[src/rtl/dltq_pkg.sv]
// dltq_pkg: types and codes shared by the delta list timer queue.
// No dependencies.
`timescale 1ns / 1ps

package dltq_pkg;

  localparam int MAX_RESULTS = 16;

  typedef enum logic [1:0] {
    ACT_START = 2'd0,
    ACT_STOP  = 2'd1,
    ACT_TICK  = 2'd2,
    ACT_QUERY = 2'd3
  } action_e;

  typedef enum logic {
    KIND_EXPIRED = 1'b0,
    KIND_QUERY   = 1'b1
  } kind_e;

  typedef struct packed {
    logic [1:0]  action;
    logic [3:0]  timer_id;
    logic [31:0] interval;
    logic        periodic;
  } in_item_t;

  typedef struct packed {
    logic       kind;
    logic [3:0] timer_id_res;
    logic       started;
    logic       last;
  } out_item_t;

  typedef enum logic [3:0] {
    ST_IDLE,
    ST_LINK_RD,
    ST_LINK_CMP,
    ST_LINK_ADJ,
    ST_LINK_FIX,
    ST_LINK_SPL,
    ST_UNL_RD,
    ST_UNL_CMP,
    ST_UNL_ADD,
    ST_TICK_RD,
    ST_TICK_CHK,
    ST_TICK_ADJ
  } state_e;

endpackage

[src/rtl/delta_list_timer_queue.sv]
// delta_list_timer_queue: top level, sequencer and list storage.
// Depends on dltq_pkg.
`timescale 1ns / 1ps

// Usage: drive in_i and raise start_i; the item is taken at an edge where
// busy_o is low, and busy_o is high from the next cycle until it is done.
// Results appear on res_o for one cycle each, marked by res_valid_o; the
// receiver cannot stall, so nothing backs up. res_o.last marks the final
// result of an item.
// A query answers in the cycle after it is taken and never sets busy_o.
// Start walks the list through the shared add/sub unit, reading each entry
// in ST_LINK_RD and comparing in ST_LINK_CMP, then closes with ST_LINK_ADJ,
// ST_LINK_FIX and ST_LINK_SPL as needed. Stop reads and compares each entry
// up to its slot, then ST_UNL_ADD adds the victim delta to any follower. A
// tick checks each expiring timer, runs a start walk for each periodic one,
// and closes with ST_TICK_RD, ST_TICK_CHK and ST_TICK_ADJ (ST_TICK_RD only
// if the list empties). Expiry results leave one expiry late so that last
// can be set on the final one. The list stores read at most one entry per cycle.
// Reset empties the list and clears all linked flags at once; no
// clearing pass is needed.
module delta_list_timer_queue #(
  parameter int TIMER_SLOTS = 16,
  parameter int COUNT_BITS  = 32
) (
  input  logic                clk_i,
  input  logic                rst_ni,
  input  logic                start_i,
  input  dltq_pkg::in_item_t  in_i,
  output logic                busy_o,
  output logic                res_valid_o,
  output dltq_pkg::out_item_t res_o
);

  localparam int IW = $clog2(TIMER_SLOTS + 1);
  localparam int SW = (TIMER_SLOTS > 1) ? $clog2(TIMER_SLOTS) : 1;
  localparam int CW = $clog2(dltq_pkg::MAX_RESULTS + 1);
  localparam logic [IW-1:0] NIL = IW'(TIMER_SLOTS);
  localparam logic [COUNT_BITS-1:0] CMAX = '1;

  logic [COUNT_BITS-1:0] delta_mem [TIMER_SLOTS];
  logic [IW-1:0]         next_mem  [TIMER_SLOTS];
  logic [COUNT_BITS-1:0] ival_mem  [TIMER_SLOTS];
  logic                  per_mem   [TIMER_SLOTS];
  logic [TIMER_SLOTS-1:0] linked_q, linked_d;

  dltq_pkg::state_e state_q, state_d;
  logic [IW-1:0]          head_q, head_d;
  logic [IW-1:0]          walk_q, walk_d, before_q, before_d;
  logic [SW-1:0]          slot_q, slot_d;
  logic [COUNT_BITS-1:0]  rem_q, rem_d;
  logic                   tick_q, tick_d;   // link walk runs inside a tick
  logic                   el_q, el_d;       // elapsed left in this tick
  logic [CW-1:0]          cnt_q, cnt_d;
  logic [COUNT_BITS-1:0]  rd_delta_q;
  logic [IW-1:0]          rd_next_q;
  logic                   rd_per_q;
  logic [COUNT_BITS-1:0]  rd_ival_q;
  logic                   res_valid_q, res_valid_d;
  dltq_pkg::out_item_t    res_q, res_d;
  dltq_pkg::out_item_t    pend_q, pend_d;
  logic                   pend_v_q, pend_v_d;

  // memory port control
  logic                  rd_en;
  logic [SW-1:0]         rd_addr;
  logic                  wd_en, wn_en, wi_en;
  logic [SW-1:0]         wd_addr, wn_addr;
  logic [COUNT_BITS-1:0] wd_data;
  logic [IW-1:0]         wn_data;

  // shared add/sub unit; for subtract, the top bit is set when a >= b
  logic [COUNT_BITS-1:0] alu_a, alu_b;
  logic                  alu_sub;
  logic [COUNT_BITS:0]   alu_y;
  logic                  alu_ge;
  logic                  due;

  logic [COUNT_BITS-1:0] iv_sat;
  logic [SW-1:0] id_slot;
  logic id_ok;

  always_comb begin
    if (COUNT_BITS < 32 && (in_i.interval >> COUNT_BITS) != 32'd0) iv_sat = CMAX;
    else iv_sat = COUNT_BITS'(in_i.interval);
    if (iv_sat == '0) iv_sat = COUNT_BITS'(1);
    id_ok   = 32'(in_i.timer_id) < 32'(TIMER_SLOTS);
    id_slot = SW'(in_i.timer_id);
  end

  always_comb begin
    alu_a = rem_q; alu_b = rd_delta_q; alu_sub = 1'b1;
    case (state_q)
      dltq_pkg::ST_LINK_ADJ: begin
        alu_a = rd_delta_q; alu_b = rem_q;
      end
      dltq_pkg::ST_UNL_ADD: begin
        alu_a = rd_delta_q; alu_b = rem_q; alu_sub = 1'b0;
      end
      dltq_pkg::ST_TICK_CHK: alu_a = {{(COUNT_BITS-1){1'b0}}, el_q};
      dltq_pkg::ST_TICK_ADJ: begin
        alu_a = rd_delta_q; alu_b = {{(COUNT_BITS-1){1'b0}}, el_q};
      end
      default: ;
    endcase
  end

  assign alu_y = {1'b0, alu_a} + {1'b0, alu_b ^ {COUNT_BITS{alu_sub}}}
               + {{COUNT_BITS{1'b0}}, alu_sub};
  assign alu_ge = alu_y[COUNT_BITS];
  assign due = (cnt_q < CW'(dltq_pkg::MAX_RESULTS)) && alu_ge;

  always_ff @(posedge clk_i) begin
    if (rd_en) begin
      rd_delta_q <= delta_mem[rd_addr];
      rd_next_q  <= next_mem[rd_addr];
      rd_per_q   <= per_mem[rd_addr];
      rd_ival_q  <= ival_mem[rd_addr];
    end
    if (wd_en) delta_mem[wd_addr] <= wd_data;
    if (wn_en) next_mem[wn_addr] <= wn_data;
    if (wi_en) begin
      ival_mem[id_slot] <= iv_sat;
      per_mem[id_slot]  <= in_i.periodic;
    end
  end

  // next state
  always_comb begin
    state_d = state_q;
    case (state_q)
      dltq_pkg::ST_IDLE: begin
        if (start_i) begin
          case (dltq_pkg::action_e'(in_i.action))
            dltq_pkg::ACT_START:
              if (id_ok && !linked_q[id_slot]) state_d = dltq_pkg::ST_LINK_RD;
            dltq_pkg::ACT_STOP:
              if (id_ok && linked_q[id_slot]) state_d = dltq_pkg::ST_UNL_RD;
            dltq_pkg::ACT_TICK: state_d = dltq_pkg::ST_TICK_RD;
            default: ;
          endcase
        end
      end
      dltq_pkg::ST_LINK_RD:
        state_d = (walk_q == NIL) ? dltq_pkg::ST_LINK_FIX : dltq_pkg::ST_LINK_CMP;
      dltq_pkg::ST_LINK_CMP:
        state_d = alu_ge ? dltq_pkg::ST_LINK_RD : dltq_pkg::ST_LINK_ADJ;
      dltq_pkg::ST_LINK_ADJ: state_d = dltq_pkg::ST_LINK_FIX;
      dltq_pkg::ST_LINK_FIX:
        if (before_q != NIL) state_d = dltq_pkg::ST_LINK_SPL;
        else state_d = tick_q ? dltq_pkg::ST_TICK_RD : dltq_pkg::ST_IDLE;
      dltq_pkg::ST_LINK_SPL:
        state_d = tick_q ? dltq_pkg::ST_TICK_RD : dltq_pkg::ST_IDLE;
      dltq_pkg::ST_UNL_RD: state_d = dltq_pkg::ST_UNL_CMP;
      dltq_pkg::ST_UNL_CMP:
        if (walk_q == IW'(slot_q))
          state_d = (rd_next_q != NIL) ? dltq_pkg::ST_UNL_ADD : dltq_pkg::ST_IDLE;
        else state_d = dltq_pkg::ST_UNL_RD;
      dltq_pkg::ST_UNL_ADD: state_d = dltq_pkg::ST_IDLE;
      dltq_pkg::ST_TICK_RD:
        state_d = (head_q == NIL) ? dltq_pkg::ST_IDLE : dltq_pkg::ST_TICK_CHK;
      dltq_pkg::ST_TICK_CHK:
        if (due) state_d = rd_per_q ? dltq_pkg::ST_LINK_RD : dltq_pkg::ST_TICK_RD;
        else state_d = dltq_pkg::ST_TICK_ADJ;
      dltq_pkg::ST_TICK_ADJ: state_d = dltq_pkg::ST_IDLE;
      default: state_d = dltq_pkg::ST_IDLE;
    endcase
  end

  // datapath and outputs
  always_comb begin
    head_d = head_q; walk_d = walk_q; before_d = before_q; slot_d = slot_q;
    rem_d = rem_q; tick_d = tick_q; el_d = el_q; cnt_d = cnt_q; linked_d = linked_q;
    res_valid_d = 1'b0; res_d = res_q; pend_d = pend_q; pend_v_d = pend_v_q;
    rd_en = 1'b0; rd_addr = SW'(walk_q);
    wd_en = 1'b0; wd_addr = SW'(walk_q); wd_data = alu_y[COUNT_BITS-1:0];
    wn_en = 1'b0; wn_addr = slot_q; wn_data = walk_q;
    wi_en = 1'b0;
    case (state_q)
      dltq_pkg::ST_IDLE: begin
        if (start_i) begin
          slot_d = id_slot; walk_d = head_q; before_d = NIL;
          tick_d = 1'b0; el_d = 1'b1; cnt_d = '0; rem_d = iv_sat;
          case (dltq_pkg::action_e'(in_i.action))
            dltq_pkg::ACT_START: wi_en = id_ok && !linked_q[id_slot];
            dltq_pkg::ACT_QUERY: begin
              res_valid_d = 1'b1;
              res_d.kind = dltq_pkg::KIND_QUERY;
              res_d.timer_id_res = in_i.timer_id;
              res_d.started = id_ok && linked_q[id_slot];
              res_d.last = 1'b1;
            end
            default: ;
          endcase
        end
      end
      dltq_pkg::ST_LINK_RD: rd_en = (walk_q != NIL);
      dltq_pkg::ST_LINK_CMP: begin
        if (alu_ge) begin
          rem_d = alu_y[COUNT_BITS-1:0];
          before_d = walk_q; walk_d = rd_next_q;
        end
      end
      dltq_pkg::ST_LINK_ADJ: wd_en = 1'b1;  // follower keeps delta - rem
      dltq_pkg::ST_LINK_FIX: begin
        wd_en = 1'b1; wd_addr = slot_q; wd_data = rem_q;
        wn_en = 1'b1; wn_addr = slot_q; wn_data = walk_q;
        if (before_q == NIL) head_d = IW'(slot_q);
        linked_d[slot_q] = 1'b1;
      end
      dltq_pkg::ST_LINK_SPL: begin
        wn_en = 1'b1; wn_addr = SW'(before_q); wn_data = IW'(slot_q);
      end
      dltq_pkg::ST_UNL_RD: rd_en = 1'b1;
      dltq_pkg::ST_UNL_CMP: begin
        if (walk_q == IW'(slot_q)) begin
          rem_d = rd_delta_q;             // victim delta
          walk_d = rd_next_q;             // follower
          linked_d[slot_q] = 1'b0;
          if (before_q != NIL) begin
            wn_en = 1'b1; wn_addr = SW'(before_q); wn_data = rd_next_q;
          end else head_d = rd_next_q;
          if (rd_next_q != NIL) begin
            rd_en = 1'b1; rd_addr = SW'(rd_next_q);
          end
        end else begin
          before_d = walk_q; walk_d = rd_next_q;
        end
      end
      dltq_pkg::ST_UNL_ADD: wd_en = 1'b1;
      dltq_pkg::ST_TICK_RD: begin
        if (head_q != NIL) begin
          rd_en = 1'b1; rd_addr = SW'(head_q);
        end else if (pend_v_q) begin
          res_valid_d = 1'b1; res_d = pend_q; res_d.last = 1'b1; pend_v_d = 1'b0;
        end
      end
      dltq_pkg::ST_TICK_CHK: begin
        if (due) begin
          slot_d = SW'(head_q);
          el_d = alu_y[0];
          head_d = rd_next_q;
          linked_d[SW'(head_q)] = 1'b0;
          cnt_d = cnt_q + CW'(1);
          if (pend_v_q) begin
            res_valid_d = 1'b1; res_d = pend_q;
          end
          pend_d.kind = dltq_pkg::KIND_EXPIRED;
          pend_d.timer_id_res = 4'(head_q);
          pend_d.started = 1'b0;
          pend_d.last = 1'b0;
          pend_v_d = 1'b1;
          if (rd_per_q) begin
            rem_d = rd_ival_q; walk_d = rd_next_q; before_d = NIL; tick_d = 1'b1;
          end
        end
      end
      dltq_pkg::ST_TICK_ADJ: begin
        wd_en = 1'b1; wd_addr = SW'(head_q);
        if (pend_v_q) begin
          res_valid_d = 1'b1; res_d = pend_q; res_d.last = 1'b1; pend_v_d = 1'b0;
        end
      end
      default: ;
    endcase
  end

  always_ff @(posedge clk_i or negedge rst_ni) begin
    if (!rst_ni) begin
      state_q <= dltq_pkg::ST_IDLE;
      head_q <= NIL;
      linked_q <= '0;
      walk_q <= NIL;
      before_q <= NIL;
      slot_q <= '0;
      rem_q <= '0;
      tick_q <= 1'b0;
      el_q <= 1'b0;
      cnt_q <= '0;
      res_valid_q <= 1'b0;
      res_q <= '0;
      pend_q <= '0;
      pend_v_q <= 1'b0;
    end else begin
      state_q <= state_d;
      head_q <= head_d;
      linked_q <= linked_d;
      walk_q <= walk_d;
      before_q <= before_d;
      slot_q <= slot_d;
      rem_q <= rem_d;
      tick_q <= tick_d;
      el_q <= el_d;
      cnt_q <= cnt_d;
      res_valid_q <= res_valid_d;
      res_q <= res_d;
      pend_q <= pend_d;
      pend_v_q <= pend_v_d;
    end
  end

  assign busy_o = (state_q != dltq_pkg::ST_IDLE);
  assign res_valid_o = res_valid_q;
  assign res_o = res_q;

endmodule
[config.mk]
export PLATFORM = sky130hd
export DESIGN_NAME = delta_list_timer_queue
export DESIGN_NICKNAME = d
export VERILOG_FILES = /design/src/rtl/dltq_pkg.sv /design/src/rtl/delta_list_timer_queue.sv
export SDC_FILE = /design/constraint.sdc
export NUM_CORES = 2
export LEC_CHECK = 0
export ABC_AREA = 1
export ABC_CLOCK_PERIOD_IN_PS = 4190
export BUFFER_PORTS_ARGS = -buffer_cell sky130_fd_sc_hd__clkbuf_2
export CAP_MARGIN = 20
export CELL_PAD_IN_SITES_DETAIL_PLACEMENT = 1
export CELL_PAD_IN_SITES_GLOBAL_PLACEMENT = 2
export CORE_MARGIN = 2
export CORE_UTILIZATION = 43
export CTS_CLUSTER_SIZE = 10
export DETAILED_ROUTE_END_ITERATION = 16
export HOLD_SLACK_MARGIN = 0.02
export PLACE_DENSITY_LB_ADDON = 0.1
export SETUP_SLACK_MARGIN = 0.15
export SYNTH_ARGS = -nofsm -noshare
export SYNTH_HDL_FRONTEND = slang
export SYNTH_SLANG_ARGS = --single-unit
[constraint.sdc]
create_clock -name clk_i -period 4.19 [get_ports clk_i]
set_clock_uncertainty 0.05 [all_clocks]
set_input_delay 0.419 -clock clk_i [delete_from_list [all_inputs] [get_ports clk_i]]
set_output_delay 0.419 -clock clk_i [all_outputs]
set_load 0.1 [all_outputs]
==> metrics.csv <==
metric,value,unit
status,"finished, final reports clean",
syn avg cell area,11.05,µm²
Main synth FF type,edfxtp_1,
WS Path Type,flip-flop to flip-flop,
gr usage total,26.35,%
number of global-route vias before repair,40270,
Cell variety after synth,54,
Synth area leaders,"edfxtp_1 (63%), inv_1 (4.8%), nand2_1 (4.7%)",
initial DRC count,2995,
remaining global-route overflow,0,
Synth area leader,edfxtp_1,
P&R area growth vs syn,15.61,%
hold_ws,0.07630,ns
Core Area,131500,µm²
Max Slew Vio Count,0,
CP Capture Type,flip-flop,
Worst-path clk slew,0.06,ns
Starting Density,43.30,%
setup violators final,0,
worst path arrival time,4.55,ns
DRC,0,
Placement Setup Slack,0.04095,ns
Die H,367.8,µm
maxcap violations,0,
vias post-DR,39810,
Worst-Skew Late Latency,0.78,ns
Routed Antenna Nets,0,
Syn Std Cell Area,56920,µm²
CTS H-tree lvls,4,
"EDFF count, synth",1190,
Rows,133,
RSZ-0062 raised after global routing,true,
IO Pins,51,
Fin. Hold Viols,0,
Synth top area share,62.77,%
initial antenna violation count,4,
TritonCTS Buffers,151,
Post-synth ARST share,7.104,%
clk root buf,clkbuf_16,
first-pass GRT wire length,266000,µm
clk sink count,1281,
Die W,367.8,µm
fin nets,5389,
final setup margin,0.2416,ns
GP Congestion,0.8961,
layout cell share with drive strength beyond 1,11.88,%
drt first pass iters,5,
post-route design area,65810,µm²
average wire per standard cell,25.09,µm
worst slew pin tran,0.9329,ns
Total Wirelength,179100,µm
Max Clk Rate,0.2533,GHz
Syn Nets,5233,
Rel. slew slack,37.81,%
Final period util,94.23,%
HPWL Detailed,108400,µm
port bufs,50,
Synth Register Bits,1281,
Worst Hold Class,input pin to flip-flop,
CTS max path bufs,3,
worst-path fanout max,19,
setup_tns,0,ns
sequential area share after synthesis,66.78,%
Mapped Cells,5153,
Yosys warnings,0,
"Req. time, crit path",4.79,ns
crit path launch type,flip-flop,
pin count of the biggest net entering global routing,108,
Area after DPL,60830,µm²
CTS tree,built,
vias per cell,5.576,
DIE AREA,135300,µm²
final critical-path required period,3.948,ns
path summary, 6_finish.rpt:
path                                            to  cells after the start  slack, ns                    from
setup / recovery             rem_q[20]$_DFFE_PN0P_                     26       0.24  state_q[1]$_DFFE_PN0P_
min in group asynchronous  before_q[3]$_DFFE_PN0P_                      2       0.23                  rst_ni
hold reg to reg               res_o[6]$_DFFE_PN0P_                      2       0.44    res_o[6]$_DFFE_PN0P_
hold / removal               slot_q[0]$_DFFE_PN0P_                      5       0.08                in_i[33]
max in group asynchronous  linked_q[3]$_DFFE_PN0P_                      3       2.92                  rst_ni
setup reg to reg             rem_q[20]$_DFFE_PN0P_                     26       0.24  state_q[1]$_DFFE_PN0P_
registers in the layout (all words and copies together) (netlist names), 4 cells and up:
name / count
rd_delta_q: 32
before_q: 5
head_q: 5
ival_mem: 512
rd_next_q: 5
state_q: 4
rd_ival_q: 32
rem_q: 32
cnt_q: 5
next_mem: 80
delta_mem: 512
pend_q: 4
slot_q: 4
linked_q: 16
walk_q: 5
per_mem: 16
res_o: 7
cells by family (layout without fill, tap and decap cells):
group	Yosys count	in the layout	synth area share, %
AOI/OAI and AO/OA	1204	1204	12.43
xor gates and xnor gates	52	52	0.8001
adders and majority gates	38	38	0.8484
buffers and inverters	1063	1290	7.627
DFF	1281	1281	66.78
muxes	2	2	0.03517
other	0	3	0
and+or+nand+nor	1513	1513	11.48
per-layer routing:
| metal | routed length (µm) | track usage, % |
|---|---|---|
| met1 | 79380 | 35.91 |
| met5 | 0 | 0 |
| met3 | 7384 | 3.188 |
| met2 | 87810 | 44.42 |
| met4 | 4513 | 7.465 |
synth_stat cells, drive strengths merged, types with 2 or more instances:
cell type,number
o211ai,286
o21bai,5
dfstp,3
nor3,14
dfrtp,88
a21oi,346
buf,170
nand3,525
clkbuf,145
ha,37
a21boi,2
o21a,4
xnor2,3
xor2,49
a211oi,2
nor2,217
nand2,727
nor4,11
a2111oi,2
a221oi,8
nand4,11
mux2i,2
a22oi,10
and3,3
a31oi,2
inv,748
edfxtp,1190
o22ai,67
o21ai,445
o2111ai,14
or2,5
o221ai,4
o311ai,2
repair_timing:
action / 4_1_cts / 5_1_grt
setup endpoints to repair: 148 / 408
cloned: 1 / 3
pin swaps: 1 / 31
endpoints found under the hold margin: 79 / 0
setup buffers: 3 / 19
hold buffers: 7 / 0
gates resized for setup: 23 / 67
placed cells by master (no fill, tap or decap), types with 13 or more instances in the layout:
| cell type | count |
|---|---|
| a21oi_1 | 322 |
| a21oi_2 | 23 |
| buf_12 | 75 |
| buf_4 | 178 |
| clkbuf_1 | 49 |
| clkbuf_16 | 156 |
| clkbuf_2 | 49 |
| dfrtp_1 | 86 |
| edfxtp_1 | 1190 |
| ha_1 | 36 |
| inv_1 | 725 |
| inv_2 | 19 |
| nand2_1 | 705 |
| nand2_2 | 13 |
| nand3_1 | 521 |
| nor2_1 | 168 |
| nor2_4 | 42 |
| nor3_1 | 14 |
| o2111ai_1 | 14 |
| o211ai_1 | 284 |
| o21ai_0 | 221 |
| o21ai_1 | 216 |
| o22ai_1 | 59 |
| xor2_1 | 47 |
worst max-delay path: stages (launching register included):
cell and delay [ns]:
dfrtp_2 0.46, nand2_4 0.12, inv_2 0.07, nand2_4 0.10
nand3_4 0.18, nor2_4 0.19, inv_4 0.08, clkbuf_16 0.17
o22ai_1 0.14, ha_2 0.34, a21oi_2 0.16, o21ai_2 0.09
a21o_1 0.19, nand3_1 0.09, nand3_2 0.10, nand2_1 0.09
o211ai_2 0.10, nand2_2 0.15, nand2_4 0.09, nand2_4 0.09
nand2_4 0.08, nand2_4 0.14, nor2_4 0.05, buf_4 0.16
buf_16 0.17, nand2_1 0.07, o21ai_0 0.07
cell type report:
class                           count  area [µm²]
Inverter                          748        2825
Multi-Input combinational cell   2809       15140
Clock buffer                      204        4040
Sequential cell                  1281       38020
Clock inverter                     20       269.0
Tap cell                         1755        2196
Timing Repair Buffer              318        3319
Antenna cell                        3       7.507
Fill cell                       13820       65650
per-stage QoR:
step | utilization (%) | instances
floorplan | - | 5153
global placement | 46.27 | 6877
detailed placement | 46.27 | 6877
CTS | 49.70 | 7112
global route | 50.06 | 7138
finish | 50.06 | 7138
Power is left out: the tool's default activity adds up to more than one toggle a clock period on the data nets, which glitch-free logic cannot reach.
